==> src/rtl/core/plr_pkg.sv <==
// plr_pkg: shared constants, codes and word layouts of the probe request logger
// no dependencies; imported by plr_front, plr_cmd_fifo, plr_back and the top level
package plr_pkg;

	localparam int MAX_ENTRIES = 64;
	localparam int IDX_W       = $clog2(MAX_ENTRIES);
	localparam int CNT_W       = $clog2(MAX_ENTRIES + 1);
	localparam int SSID_MAX    = 32;
	localparam int SSID_K_W    = $clog2(SSID_MAX);
	localparam int SLEN_W      = 6;
	localparam int POS_W       = 12;
	localparam int NEED_W      = POS_W + 1;
	localparam int FIFO_DEPTH  = 2;

	localparam logic [7:0]       PROBE_TYPE    = 8'h40;
	localparam logic [POS_W-1:0] POS_TYPE      = 12'd0;
	localparam logic [POS_W-1:0] POS_MAC_FIRST = 12'd10;
	localparam logic [POS_W-1:0] POS_MAC_LAST  = 12'd15;
	localparam logic [POS_W-1:0] POS_SSID_LEN  = 12'd25;
	localparam logic [POS_W-1:0] POS_SSID      = 12'd26;
	localparam logic [POS_W-1:0] POS_SSID_END  = 12'd58;
	localparam logic [POS_W-1:0] POS_SAT       = 12'd4095;
	localparam logic [POS_W-1:0] MIN_FRAME_LEN = 12'd28;

	typedef enum logic [1:0] {
		FUNC_BYTE  = 2'd0,
		FUNC_READ  = 2'd1,
		FUNC_CLEAR = 2'd2,
		FUNC_NONE  = 2'd3
	} func_t;

	typedef enum logic [2:0] {
		ST_IGNORED   = 3'd0,
		ST_REFRESHED = 3'd1,
		ST_INSERTED  = 3'd2,
		ST_DROPPED   = 3'd3,
		ST_READ      = 3'd4,
		ST_BAD_INDEX = 3'd5,
		ST_CLEARED   = 3'd6
	} status_t;

	typedef enum logic [1:0] {
		CMD_FRAME = 2'd0,
		CMD_READ  = 2'd1,
		CMD_CLEAR = 2'd2
	} cmd_kind_t;

	typedef enum logic [2:0] {
		BK_IDLE,
		BK_DECODE,
		BK_SEARCH,
		BK_INSERT,
		BK_READOUT,
		BK_EMIT
	} back_state_t;

	typedef logic [SSID_MAX-1:0][7:0] ssid_t;

	typedef struct packed {
		cmd_kind_t         kind;
		logic              ok;
		logic [47:0]       mac;
		logic [SLEN_W-1:0] slen;
		logic signed [7:0] rssi;
		logic [3:0]        chan;
		logic [31:0]       now;
		logic [IDX_W-1:0]  ridx;
	} cmd_t;

	typedef struct packed {
		logic [47:0]       mac;
		logic [SLEN_W-1:0] slen;
		logic signed [7:0] rssi;
		logic [3:0]        chan;
		logic [31:0]       stamp;
		ssid_t             ssid;
	} entry_t;

	typedef struct packed {
		status_t           status;
		logic [IDX_W-1:0]  idx;
		logic [CNT_W-1:0]  count;
		logic [47:0]       mac;
		logic [SLEN_W-1:0] slen;
		logic [7:0]        sbyte;
		logic signed [7:0] rssi;
		logic [3:0]        chan;
		logic [31:0]       time_ms;
		logic              last;
	} result_t;

endpackage

==> src/rtl/core/plr_cmd_fifo.sv <==
// plr_cmd_fifo: short command queue between intake and table engine
// depends on plr_pkg
module plr_cmd_fifo (
	input  logic          clk,
	input  logic          arst_n,
	input  logic          push,
	input  plr_pkg::cmd_t push_cmd,
	output logic          full,
	input  logic          pop,
	output plr_pkg::cmd_t head,
	output logic          empty
);
	import plr_pkg::*;

	localparam int PW = $clog2(FIFO_DEPTH);

	cmd_t              slot_q [FIFO_DEPTH];
	logic [PW-1:0]     wr_q, rd_q;
	logic [PW:0]       fill_q;

	assign full  = fill_q == (PW+1)'(FIFO_DEPTH);
	assign empty = fill_q == '0;
	assign head  = slot_q[rd_q];

	always_ff @(posedge clk or negedge arst_n) begin
		if (!arst_n) begin
			wr_q   <= '0;
			rd_q   <= '0;
			fill_q <= '0;
		end else begin
			if (push) begin
				wr_q <= (wr_q == PW'(FIFO_DEPTH - 1)) ? '0 : wr_q + PW'(1);
			end
			if (pop) begin
				rd_q <= (rd_q == PW'(FIFO_DEPTH - 1)) ? '0 : rd_q + PW'(1);
			end
			if (push && !pop) begin
				fill_q <= fill_q + (PW+1)'(1);
			end else if (pop && !push) begin
				fill_q <= fill_q - (PW+1)'(1);
			end
		end
	end

	always_ff @(posedge clk) begin
		if (push) begin
			slot_q[wr_q] <= push_cmd;
		end
	end
endmodule

==> config.mk <==
export PLATFORM = sky130hd
export DESIGN_NAME = plr_cmd_fifo
export DESIGN_NICKNAME = d
export VERILOG_FILES = /design/src/rtl/core/plr_pkg.sv /design/src/rtl/core/plr_cmd_fifo.sv
export SDC_FILE = /design/constraint.sdc
export NUM_CORES = 1
export LEC_CHECK = 0
export ABC_AREA = 1
export CAP_MARGIN = 20
export CORE_UTILIZATION = 48
export DETAILED_ROUTE_END_ITERATION = 16
export DONT_BUFFER_PORTS = 1
export PLACE_DENSITY_LB_ADDON = 0.05
export SKIP_LAST_GASP = 1
export SYNTH_ARGS = -nofsm -noshare
export SYNTH_HDL_FRONTEND = slang
export SYNTH_SLANG_ARGS = --single-unit
==> constraint.sdc <==
create_clock -name clk -period 6.3 [get_ports clk]
set_input_delay 0.315 -clock clk [delete_from_list [all_inputs] [get_ports clk]]
set_output_delay 0.315 -clock clk [all_outputs]
set_load 0.01 [all_outputs]
==> impl_metrics.json <==
{
  "clk_pin_slew_ps": 60,
  "worstPathArrival_ps": 2670,
  "cp_cell_sequence": "buf_4, mux2_2",
  "critPathSlowestCell": "buf_4",
  "coreArea_sq_mm": 0.0161,
  "syn_area_sq_mm": 0.00800,
  "port_buffers": 0,
  "wl_per_cell_um": 19.3,
  "p_int_mw": 3.06,
  "cp.required_ps": 5980,
  "drc": 0,
  "synthesis.nets": 470,
  "power.share.clock": 0.283,
  "clock_path_buffers": 3,
  "cp-start-kind": "flip-flop",
  "hold_viol_final": 0,
  "dp_hpwl_um": 8300,
  "p_leak_nw": 3.45,
  "grt_max_degree": 72,
  "worst_pin_slew_ps": 1050,
  "crit_path_end_kind": "output pin",
  "drive_gt1_frac": 0.292,
  "synth_cells": 358,
  "hold_path_class": "in -> reg",
  "dieArea_sq_mm": 0.0172,
  "final_common_cell": "edfxtp_1",
  "seqPwrFrac": 0.481,
  "rows": 46,
  "switching_share": 0.279,
  "crit_path_max_fanout": 71,
  "power_mw": 4.25,
  "worst-setup-path-type": "reg -> out",
  "rsz0062_at_grt": "false",
  "slew_headroom": 0.302,
  "gp_congestion": 0.728,
  "p_switching_mw": 1.18,
  "grt_first_pass_wirelength_um": 19500,
  "diodes": 0,
  "initial_core_util": 0.498,
  "yosys_warnings": 0,
  "grt_usage": 0.153,
  "grt_pass1_vias": 3748,
  "root_buffer": "clkbuf_16",
  "synth_seq_cells": 218,
  "synthDistinctLibCells": 14,
  "drt_iter0_markers": 188,
  "drv_cap": 0,
  "fillers": 1134,
  "htreeDepth": 1,
  "synth_seq_area_share": 0.816,
  "setup_viol": 0,
  "grt_antenna_before_repair": 0,
  "layout_common_cells": "edfxtp_1 (214), dlygate4sd3_1 (110), mux2_2 (87)",
  "gr-total-overflow": 0,
  "power_density_mw_per_mm2": 424,
  "finClkSkew_ps": 14.5,
  "outcome": "completed",
  "drtAntennaViolNets": 0,
  "cts.sinks": 218,
  "syn_avg_cell_area_sq_um": 22.3,
  "vias": 3606,
  "io_pins": 220,
  "post_cts_buffers": 0,
  "max-vdd-ir-drop_v": 0.000290,
  "nets": 596,
  "fp.dieH_um": 131,
  "vias_per_cell": 5.04,
  "fmax_mhz": 335,
  "first_pass_iters": 4,
  "critPathMaxStageDelay_ps": 870,
  "clk_latency_ps": 490,
  "cts_tree": "yes",
  "cts_buffers": 22,
  "pwr-share-comb": 0.236,
  "placed_cells": 566,
  "fin_crit_sh": 0.474,
  "final_cells": 716,
  "chipWidth_um": 131,
  "totalNegativeSetupSlack_ps": 0,
  "finalCriticalPeriod_ps": 2990,
  "wirelength_um": 13800,
  "slew_violations": 0,
  "syn2layout_area_growth_pct": 25.2
}
-- Yosys cell counts --
library cell / n / share of area
nand3_1: 1 / 0.00063
xnor2_1: 1 / 0.0011
mux2_2: 87 / 0.12
dfrtp_1: 4 / 0.013
nor2_1: 3 / 0.0014
inv_1: 7 / 0.0033
nand2_1: 5 / 0.0023
buf_2: 8 / 0.0050
edfxtp_1: 214 / 0.80
buf_6: 4 / 0.0056
xor2_1: 2 / 0.0022
nand4_1: 1 / 0.00078
ha_1: 1 / 0.0016
mux2_4: 20 / 0.038
-- metal layers --
layer | vias to the layer above | routed length [um] | GRT usage
met1 | 1768 | 5260 | 0.176
met4 | 0 | 281 | 0.0419
met2 | 150 | 6860 | 0.262
met5 | - | 0 | 0.00294
met3 | 20 | 1440 | 0.0649
li1 | 1668 | - | -
-- what timing repair did --
item                                   CTS  global route
gates resized for setup                  0             0
hold buffers                           110             0
endpoints found under the hold margin  220             0
-- cells by family (layout without fill, tap and decap cells) --
family / after synthesis / after routing / share of synthesized area
simple gates: 10 / 10 / 0.00516
fa+ha+maj: 1 / 1 / 0.00156
buf+inv: 19 / 161 / 0.0139
flops: 218 / 218 / 0.816
xor+xnor: 3 / 3 / 0.00329
mux: 107 / 107 / 0.160
-- power by group through the flow --
stage	clock [mW]	combinational, mW	sequential [mW]
6_report	1.20	1.00	2.04
5_1_grt	1.28	1.08	2.07
3_5_place_dp	0	0.965	2.08
3_3_place_gp	0	0.960	2.07
4_1_cts	1.24	1.03	2.04
2_1_floorplan	0	0.853	2.04
-- critical path: cells and delay by family, from the launching register on --
family,cells,cell delay [ps]
multiplexers,1,460
flip-flops,1,750
buffers and inverters,1,870
-- area by class of cell --
class / instances / area (sq um) / share of cell area
well taps: 216 / 270 / 0.0270
inverters: 7 / 28.8 / 0.00287
clock buffers: 25 / 583 / 0.0582
clock inverters: 15 / 100 / 0.0100
flip-flops and latches: 218 / 6530 / 0.652
repair buffers: 114 / 1130 / 0.113
multi-input cells: 121 / 1370 / 0.137
-- final timing paths --
kind | endpoint | cells past startpoint | slack (ps) | start
hold / removal | fill_q[0] | 2 | 90 | push
max in group asynchronous | rd_q | 1 | 5990 | arst_n
setup / recovery | head[93] | 2 | 3310 | rd_q
hold reg to reg | fill_q[1] | 2 | 500 | fill_q[1]
min in group asynchronous | fill_q[1] | 1 | 100 | arst_n
setup reg to reg | slot_q[1][18] | 3 | 4110 | wr_q
-- sequential cells by signal, indices dropped and copies added, names as in the netlist --
register  cells
slot_q      214
wr_q          1
fill_q        2
rd_q          1
-- stage by stage --
step           area [sq um]  utilization  setup WS (ps)  hold WS (ps)
2_1_floorplan          8000            -            860          19.4
3_3_place_gp           8230        0.512           3830          19.8
3_5_place_dp           8230        0.512           3780          19.7
4_1_cts               10000        0.623           3240          63.8
5_1_grt               10000        0.623           3150          76.2
6_report              10000        0.623           3310          89.8
Note: power is estimated with default switching activity, not from simulation.
