[src/rtl/core/plr_pkg.sv]
// plr_pkg: shared constants, codes and word layouts of the probe request logger
// no dependencies; imported by plr_front, plr_cmd_fifo, plr_back and the top level
package plr_pkg;

	localparam int MAX_ENTRIES = 64;
	localparam int IDX_W       = $clog2(MAX_ENTRIES);
	localparam int CNT_W       = $clog2(MAX_ENTRIES + 1);
	localparam int SSID_MAX    = 32;
	localparam int SSID_K_W    = $clog2(SSID_MAX);
	localparam int SLEN_W      = 6;
	localparam int POS_W       = 12;
	localparam int NEED_W      = POS_W + 1;
	localparam int FIFO_DEPTH  = 2;

	localparam logic [7:0]       PROBE_TYPE    = 8'h40;
	localparam logic [POS_W-1:0] POS_TYPE      = 12'd0;
	localparam logic [POS_W-1:0] POS_MAC_FIRST = 12'd10;
	localparam logic [POS_W-1:0] POS_MAC_LAST  = 12'd15;
	localparam logic [POS_W-1:0] POS_SSID_LEN  = 12'd25;
	localparam logic [POS_W-1:0] POS_SSID      = 12'd26;
	localparam logic [POS_W-1:0] POS_SSID_END  = 12'd58;
	localparam logic [POS_W-1:0] POS_SAT       = 12'd4095;
	localparam logic [POS_W-1:0] MIN_FRAME_LEN = 12'd28;

	typedef enum logic [1:0] {
		FUNC_BYTE  = 2'd0,
		FUNC_READ  = 2'd1,
		FUNC_CLEAR = 2'd2,
		FUNC_NONE  = 2'd3
	} func_t;

	typedef enum logic [2:0] {
		ST_IGNORED   = 3'd0,
		ST_REFRESHED = 3'd1,
		ST_INSERTED  = 3'd2,
		ST_DROPPED   = 3'd3,
		ST_READ      = 3'd4,
		ST_BAD_INDEX = 3'd5,
		ST_CLEARED   = 3'd6
	} status_t;

	typedef enum logic [1:0] {
		CMD_FRAME = 2'd0,
		CMD_READ  = 2'd1,
		CMD_CLEAR = 2'd2
	} cmd_kind_t;

	typedef enum logic [2:0] {
		BK_IDLE,
		BK_DECODE,
		BK_SEARCH,
		BK_INSERT,
		BK_READOUT,
		BK_EMIT
	} back_state_t;

	typedef logic [SSID_MAX-1:0][7:0] ssid_t;

	typedef struct packed {
		cmd_kind_t         kind;
		logic              ok;
		logic [47:0]       mac;
		logic [SLEN_W-1:0] slen;
		logic signed [7:0] rssi;
		logic [3:0]        chan;
		logic [31:0]       now;
		logic [IDX_W-1:0]  ridx;
	} cmd_t;

	typedef struct packed {
		logic [47:0]       mac;
		logic [SLEN_W-1:0] slen;
		logic signed [7:0] rssi;
		logic [3:0]        chan;
		logic [31:0]       stamp;
		ssid_t             ssid;
	} entry_t;

	typedef struct packed {
		status_t           status;
		logic [IDX_W-1:0]  idx;
		logic [CNT_W-1:0]  count;
		logic [47:0]       mac;
		logic [SLEN_W-1:0] slen;
		logic [7:0]        sbyte;
		logic signed [7:0] rssi;
		logic [3:0]        chan;
		logic [31:0]       time_ms;
		logic              last;
	} result_t;

endpackage

[src/rtl/core/plr_front.sv]
// plr_front: byte intake, frame assembly and probe classification
// depends on plr_pkg; feeds commands into plr_cmd_fifo
module plr_front (
	input  logic                 clk,
	input  logic                 arst_n,
	input  logic                 cfg_we,
	input  logic                 cfg_wdata,
	input  logic                 in_valid,
	output logic                 in_ready,
	input  plr_pkg::func_t       in_func,
	input  logic [7:0]           in_byte,
	input  logic                 in_last,
	input  logic [11:0]          in_len,
	input  logic                 in_mgmt,
	input  logic signed [7:0]    in_rssi,
	input  logic [3:0]           in_chan,
	input  logic [31:0]          in_now,
	input  logic [5:0]           in_ridx,
	input  logic                 fifo_full,
	output logic                 push,
	output plr_pkg::cmd_t        push_cmd,
	input  logic                 frame_done,
	output plr_pkg::ssid_t       frame_ssid
);
	import plr_pkg::*;

	logic [POS_W-1:0]  pos_q;
	logic [47:0]       mac_q;
	logic [7:0]        slen_q;
	logic              probe_q;
	logic              cap_q;
	logic              pend_q;
	ssid_t             ssid_q;

	logic              acc, is_byte;
	logic              probe_n;
	logic [47:0]       mac_n;
	logic [7:0]        slen_n;
	logic [POS_W-1:0]  got, ssid_off;
	logic [NEED_W-1:0] need;
	logic              ok, in_ssid;

	// bytes wait while the previous frame's key is still being looked up
	assign in_ready = !fifo_full && !(in_func == FUNC_BYTE && pend_q);
	assign acc      = in_valid && in_ready;
	assign is_byte  = in_func == FUNC_BYTE;

	always_comb begin
		probe_n  = (pos_q == POS_TYPE) ? (in_byte == PROBE_TYPE) : probe_q;
		mac_n    = (pos_q >= POS_MAC_FIRST && pos_q <= POS_MAC_LAST) ?
			{mac_q[39:0], in_byte} : mac_q;
		slen_n   = (pos_q == POS_SSID_LEN) ? in_byte : slen_q;
		got      = (pos_q == POS_SAT) ? pos_q : pos_q + POS_W'(1);
		need     = NEED_W'(POS_SSID) + NEED_W'(slen_n);
		in_ssid  = pos_q >= POS_SSID && pos_q < POS_SSID_END;
		ssid_off = pos_q - POS_SSID;
		ok       = cap_q && in_mgmt && probe_n && in_len >= MIN_FRAME_LEN &&
			slen_n <= 8'(SSID_MAX) && need <= NEED_W'(in_len) && NEED_W'(got) >= need;
	end

	always_comb begin
		push = acc && ((is_byte && in_last) || in_func == FUNC_READ ||
			in_func == FUNC_CLEAR);
		unique case (in_func)
			FUNC_READ:  push_cmd.kind = CMD_READ;
			FUNC_CLEAR: push_cmd.kind = CMD_CLEAR;
			default:    push_cmd.kind = CMD_FRAME;
		endcase
		push_cmd.ok   = ok;
		push_cmd.mac  = mac_n;
		push_cmd.slen = slen_n[SLEN_W-1:0];
		push_cmd.rssi = in_rssi;
		push_cmd.chan = in_chan;
		push_cmd.now  = in_now;
		push_cmd.ridx = in_ridx;
	end

	always_ff @(posedge clk or negedge arst_n) begin
		if (!arst_n) begin
			pos_q   <= '0;
			mac_q   <= '0;
			slen_q  <= '0;
			probe_q <= 1'b0;
			cap_q   <= 1'b0;
			pend_q  <= 1'b0;
		end else begin
			if (cfg_we) begin
				cap_q <= cfg_wdata;
			end
			if (acc && is_byte) begin
				if (in_last) begin
					pos_q   <= '0;
					mac_q   <= '0;
					slen_q  <= '0;
					probe_q <= 1'b0;
				end else begin
					pos_q   <= got;
					mac_q   <= mac_n;
					slen_q  <= slen_n;
					probe_q <= probe_n;
				end
			end
			if (push && is_byte) begin
				pend_q <= 1'b1;
			end else if (frame_done) begin
				pend_q <= 1'b0;
			end
		end
	end

	always_ff @(posedge clk) begin
		if (acc && is_byte && in_ssid) begin
			ssid_q[ssid_off[SSID_K_W-1:0]] <= in_byte;
		end
	end

	assign frame_ssid = ssid_q;
endmodule

[config.mk]
export PLATFORM = sky130hd
export DESIGN_NAME = plr_front
export DESIGN_NICKNAME = d
export VERILOG_FILES = /design/src/rtl/core/plr_pkg.sv /design/src/rtl/core/plr_front.sv
export SDC_FILE = /design/constraint.sdc
export NUM_CORES = 1
export LEC_CHECK = 0
export BUFFER_PORTS_ARGS = -buffer_cell sky130_fd_sc_hd__buf_2
export CORE_MARGIN = 1.5
export CORE_UTILIZATION = 30
export CTS_BUF_LIST = sky130_fd_sc_hd__clkbuf_8
export DETAILED_ROUTE_END_ITERATION = 6
export REMOVE_ABC_BUFFERS = 1
export SYNTH_ARGS = -nofsm -noshare
export SYNTH_HDL_FRONTEND = slang
export SYNTH_SLANG_ARGS = --single-unit
[constraint.sdc]
create_clock -name clk -period 5.65 [get_ports clk]
set_input_delay 1.13 -clock clk [delete_from_list [all_inputs] [get_ports clk]]
set_output_delay 1.13 -clock clk [all_outputs]
set_load 0.02 [all_outputs]
==> flow_metrics.tcl, run 1 <==
set metrics [dict create \
    start_kind "flop" \
    worstPathArrival_ns 4.41 \
    dr.first_iter.drc_count 547 \
    fin_crit_ns 5.54 \
    ctsHoldBuffers 0 \
    die_area_um2 43500 \
    route.met3.wl_um 4500 \
    wl_per_cell_um 22.4 \
    worst-r2r-setup-slack_ns 1.92 \
    antenna_found_initial 4 \
    ys_seq_area_share_pct 74.6 \
    design.portCount 446 \
    rows 75 \
    p_leak_nw 6.81 \
    drive_above_1_share_pct 45.5 \
    core_um2 41900 \
    timing.slew.headroom_pct 29.1 \
    setup_violations 0 \
    fin_area_um2 16200 \
    area_growth_pct 27.9 \
    final_common_cell "buf_2" \
    clockRootBuffer "clkbuf_8" \
    clk_latency_ns 0.62 \
    cts.sinks 327 \
    yosysTopAreaCellShare_pct 60.6 \
    grt_pass1_wl_um 55100 \
    ys.flop_type "edfxtp_1" \
    critPathKind "flop to output port" \
    grt_usage_pct 17.3 \
    rsz0062_at_grt "yes" \
    syn_area_um2 12700 \
    wl_um 38600 \
    fp.dieW_um 209 \
    avgSynthCellArea_um2 16.3 \
    routed.top_layer "met5" \
    synth_area_leaders "edfxtp_1, dfrtp_1, mux2_2" \
    met2_wirelength_um 16800 \
    final_util_pct 38.8 \
    start_util_pct 30.3 \
    fin_skew_ns 0.0171 \
    mostFrequentLayoutCells "buf_2, edfxtp_1, dfrtp_1" \
    htreeDepth 2 \
    power.density_nw_per_um2 314 \
    numPortBuffers 345 \
    timing.rr.end "frame_ssid[26]" \
    drc 0 \
    cp-end-kind "output port" \
    netlist.top_cell.by_area "edfxtp_1" \
    yosys_warnings 0 \
    placed_area_um2 14700 \
    hold_class "flop to flop" \
    grt_max_degree 72 \
    total_power_mw 5.09 \
    cts_buffer_depth 3 \
    numCtsBuffers 54 \
    gp_congestion 0.846 \
    final_hold_viol_count 0 \
    tritoncts "built" \
    setup_ws_ns 0.115 \
    maxCapViolations 0 \
    regToRegStartpoint "pos_q[2]" \
    nNetsFinal 1239 \
    fmax_mhz 181 \
    ant_nets 0 \
    setup.worst_path.end "push_cmd[104]" \
    dp_hpwl_um 26400 \
    timing.critical_path.required_ns 4.52 \
    worst_pin_slew_ns 1.06 \
    synthCells 777 \
    grt_pass1_vias 7972 \
    dr.pass1.iters 5 \
    synth_edf_count 256 \
    num_vias 8144 \
    outcome "finished clean" \
    fp.dieH_um 209 \
    wl_met1_um 16300 \
    post-place-ws_ns 0.404 \
    ir_worst_vdd_v 0.000159 \
    critPathMaxFanout 4 \
    ys_types 51 \
    avgViaCountPerCell 4.73 \
    reg2reg_depth 7 \
    clk_pin_slew_ns 0.06 \
    async_reset_ff_share_pct 21.7 \
    period_share_pct 98.0 \
    ys_ff_latch 327 \
    overflow 0 \
    startpoint "pos_q[7]" \
    slew_violations 0 \
]
## per-layer routing
metal | global-route usage (%) | vias up
li1 | - | 3615
met3 | 9.18 | 57
met2 | 25.3 | 457
met1 | 21.6 | 4007
met5 | 6.23 | -
met4 | 4.85 | 8
## how the worst min path moves through the flow
stage / end / start / slack [ns] / cells after the start
finish: probe_q / probe_q / 0.48 / 2
global route: mac_q[44] / mac_q[44] / 0.51 / 1
CTS: slen_q[0] / slen_q[0] / 0.48 / 2
detailed placement: slen_q[0] / slen_q[0] / 0.47 / 2
global placement: probe_q / probe_q / 0.46 / 2
floorplan: slen_q[0] / slen_q[0] / 0.45 / 2
## flip-flops by register name, summed over array words and instances, names as in the netlist
name,cells
frame_ssid,256
cap_q,1
probe_q,1
pos_q,12
pend_q,1
mac_q,48
slen_q,8
## worst max-delay path: stages, from the launching register on
cell	delay, ns
dfrtp_1	0.38
or4_4	0.56
nor4_4	0.16
buf_6	0.18
buf_12	0.11
nor3_4	0.03
a21oi_4	0.16
nor2_4	0.06
or3_4	0.39
xor2_2	0.19
ha_1	0.31
nand4_1	0.15
inv_1	0.12
nand3_1	0.09
mux2i_1	0.21
nor3_1	0.08
o2111a_1	0.22
o211a_1	0.25
buf_6	0.15
## synth_stat cells, types with 8 or more instances
cell type / instances
a21oi_1: 10
a22o_1: 54
buf_4: 52
clkbuf_1: 21
dfrtp_1: 71
edfxtp_1: 256
ha_1: 22
inv_1: 27
mux2_2: 50
mux2i_1: 12
nand2_1: 35
nand3_1: 13
nor2_1: 46
nor3_1: 10
o21ai_0: 20
xnor2_1: 9
xor2_1: 8
## timing repair
item	in CTS	in global routing
gates resized for setup	16	21
endpoints found under the setup margin	1	1
pin swaps	12	12
buffers inserted	17	6
## area by class of cell
type                    count  area, um2
clock inverters            44        402
inverters                  27        101
multi-input cells         345       2760
diodes                      2       5.00
fillers                  3943      25600
well taps                 539        674
flip-flops and latches    327       9470
repair buffers            381       2020
clock buffers              57        785
## logic make-up after synthesis
family | after synthesis | synth area share [%]
AO/OA/AOI/OAI | 113 | 6.91
XOR/XNOR | 17 | 1.17
adder cells (fa/ha/maj) | 23 | 2.26
buffers and inverters | 105 | 4.75
flip-flops | 327 | 74.6
multiplexers | 63 | 5.48
AND/OR/NAND/NOR | 129 | 4.79
## where the power goes
part	switching, mW	internal [mW]	total, mW
clock	0.966	1.31	2.27
sequential	0.00780	2.60	2.61
combinational	0.152	0.0590	0.211
## metrics by stage
stage	setup TNS [ns]	cells	hold slack, ns
final	0	1722	0.485
after global routing	-0.0531	1720	0.513
after CTS	0	1715	0.483
after detailed placement	0	1597	0.470
after global placement	0	1597	0.464
after floorplan	-27.88	699	0.449
Power figures use the tool's default switching activity.
==> inputs of run 2 (changes only) <==
GPL_TIMING_DRIVEN = 0   (was default)
REMOVE_ABC_BUFFERS = default   (was 1)
==> flow_metrics.tcl, run 2 (synthesized netlist as in run 1, its figures left out) <==
set metrics [dict create \
    design.portCount 446 \
    mostFrequentLayoutCells "buf_2, edfxtp_1, buf_4" \
    rsz0062_at_grt "yes" \
    timing.slew.headroom_pct 32.4 \
    period_share_pct 100 \
    fp.dieW_um 209 \
    p_leak_nw 7.13 \
    setup_ws_ns -0.0212 \
    path_cells "or4_4 > nor4_4 > buf_6 > buf_8 > mux2i_4 > inv_2 > ha_4 > nor2_4 > or3_4 > xor2_2 > ha_1 > nand4_1 > inv_2 > nand3_2 > mux2i_2 > nor3_2 > o2111a_1 > o211a_1 > buf_6" \
    slew_violations 0 \
    fmax_mhz 176 \
    rows 75 \
    start_util_pct 30.3 \
    syn-num-nets 880 \
    ir_worst_vdd_v 0.000134 \
    tritoncts "built" \
    core_um2 41900 \
    largest_reg_flops 256 \
    gp_congestion 0.815 \
    power.density_nw_per_um2 293 \
    numPortBuffers 395 \
    nNetsFinal 1351 \
    timing.critical_path.required_ns 4.52 \
    die_area_um2 43500 \
    placed_area_um2 15400 \
    start_kind "flop" \
    wl_per_cell_um 20.4 \
    grt_max_degree 52 \
    worstPathArrival_ns 4.54 \
    crit_path_top_delay_cell "or4_4" \
    clockRootBuffer "clkbuf_8" \
    dr.pass1.iters 6 \
    drive_above_1_share_pct 47.6 \
    dr.first_iter.drc_count 482 \
    setup_violations 1 \
    final_common_cell "buf_2" \
    clk_latency_ns 0.61 \
    violations "negative setup slack" \
    hold_slack_ns 0.406 \
    numCtsBuffers 55 \
    clk_pin_slew_ns 0.06 \
    ant_nets 0 \
    wl_um 37500 \
    hold_class "primary input to asynchronous set/reset pin" \
    worst_pin_slew_ns 1.01 \
    grt_pass1_wl_um 53500 \
    cp-end-kind "output port" \
    drc 0 \
    antenna_found_initial 1 \
    fin_crit_ns 5.67 \
    cts_buffer_depth 3 \
    maxCapViolations 0 \
    cp_slowest_stage_delay_ns 0.54 \
    fp.dieH_um 209 \
    final_hold_viol_count 0 \
    htreeDepth 2 \
    outcome "complete, but fails checks" \
    area_growth_pct 31.6 \
    overflow 0 \
    grt_pass1_vias 8366 \
    fin_area_um2 16700 \
    cts.sinks 327 \
    avgViaCountPerCell 4.67 \
    critPathMaxFanout 6 \
    dp_hpwl_um 25200 \
    fin_skew_ns 0.0324 \
    grt_usage_pct 16.5 \
    critPathKind "flop to output port" \
    num_vias 8555 \
]
[run 2: changes by cell type in the layout (fill, tap and decap cells not counted), sizes merged]
cell | previous run | this run
bufinv | 8 | 3
inv | 42 | 39
diode | 2 | 1
clkinv | 19 | 30
buf | 381 | 473
clkbuf | 57 | 74
[run 2: layout make-up]
| class | count | area (um2) |
|---|---|---|
| Sequential cell | 327 | 9470 |
| Tap cell | 539 | 674 |
| Clock buffer | 55 | 757 |
| Clock inverter | 47 | 287 |
| Buffer | 75 | 493 |
| Timing Repair Buffer | 417 | 2190 |
| Multi-Input combinational cell | 345 | 2720 |
| Antenna cell | 1 | 2.50 |
| Inverter | 27 | 101 |
| Fill cell | 3939 | 25200 |
[run 2: worst paths after layout]
| kind | slack (ns) | start | end | cells past startpoint |
|---|---|---|---|---|
| hold reg to reg | 0.48 | slen_q[0] | slen_q[0] | 2 |
| max in group asynchronous | 4.65 | arst_n | pos_q[6] | 2 |
| setup / recovery | -0.02 | pos_q[6] | push_cmd[104] | 19 |
| min in group clk | 0.48 | slen_q[0] | slen_q[0] | 2 |
| setup reg to reg | 1.53 | pend_q | frame_ssid[197] | 5 |
| hold / removal | 0.41 | arst_n | cap_q | 1 |
[run 2: repair_timing]
| item | in CTS | in global routing |
|---|---|---|
| resized for setup | 20 | 12 |
| hold buffers | 0 | 0 |
| setup endpoints to repair | 1 | 1 |
| pin swaps | 10 | 6 |
| buffers inserted | 14 | 7 |
[run 2: worst max-delay path, delay by kind of cell, from the launching register on]
kind / cells / cell delay [ns]
buf+inv: 5 / 0.71
xor+xnor: 1 / 0.19
compound gates: 2 / 0.49
simple gates: 7 / 1.38
flops: 1 / 0.40
mux: 2 / 0.27
fa+ha+maj: 2 / 0.48
[run 2: power by group]
part | total, mW | switching [mW] | internal (mW)
Combinational | 0.281 | 0.185 | 0.0958
Sequential | 2.61 | 0.00846 | 2.61
Clock | 2.00 | 0.950 | 1.05
[run 2: per-layer routing]
layer	GRT usage, %	vias to the layer above	wire [um]
met5	0	-	0
met4	4.27	0	618
met3	4.43	48	3030
met2	27.4	454	17900
met1	21.4	4200	16000
li1	-	3853	-
[run 2: per-stage QoR]
stage	util (%)	power (mW)	setup TNS (ns)	std cells	worst slack, ns
after floorplan	-	2.80	0	777	0.564
after global placement	36.6	2.92	-0.561	1711	-0.561
after detailed placement	36.7	2.93	-0.585	1712	-0.585
after CTS	39.6	4.95	-0.192	1826	-0.192
after global routing	39.9	5.09	-0.247	1833	-0.247
final	39.9	4.90	-0.0212	1833	-0.0212
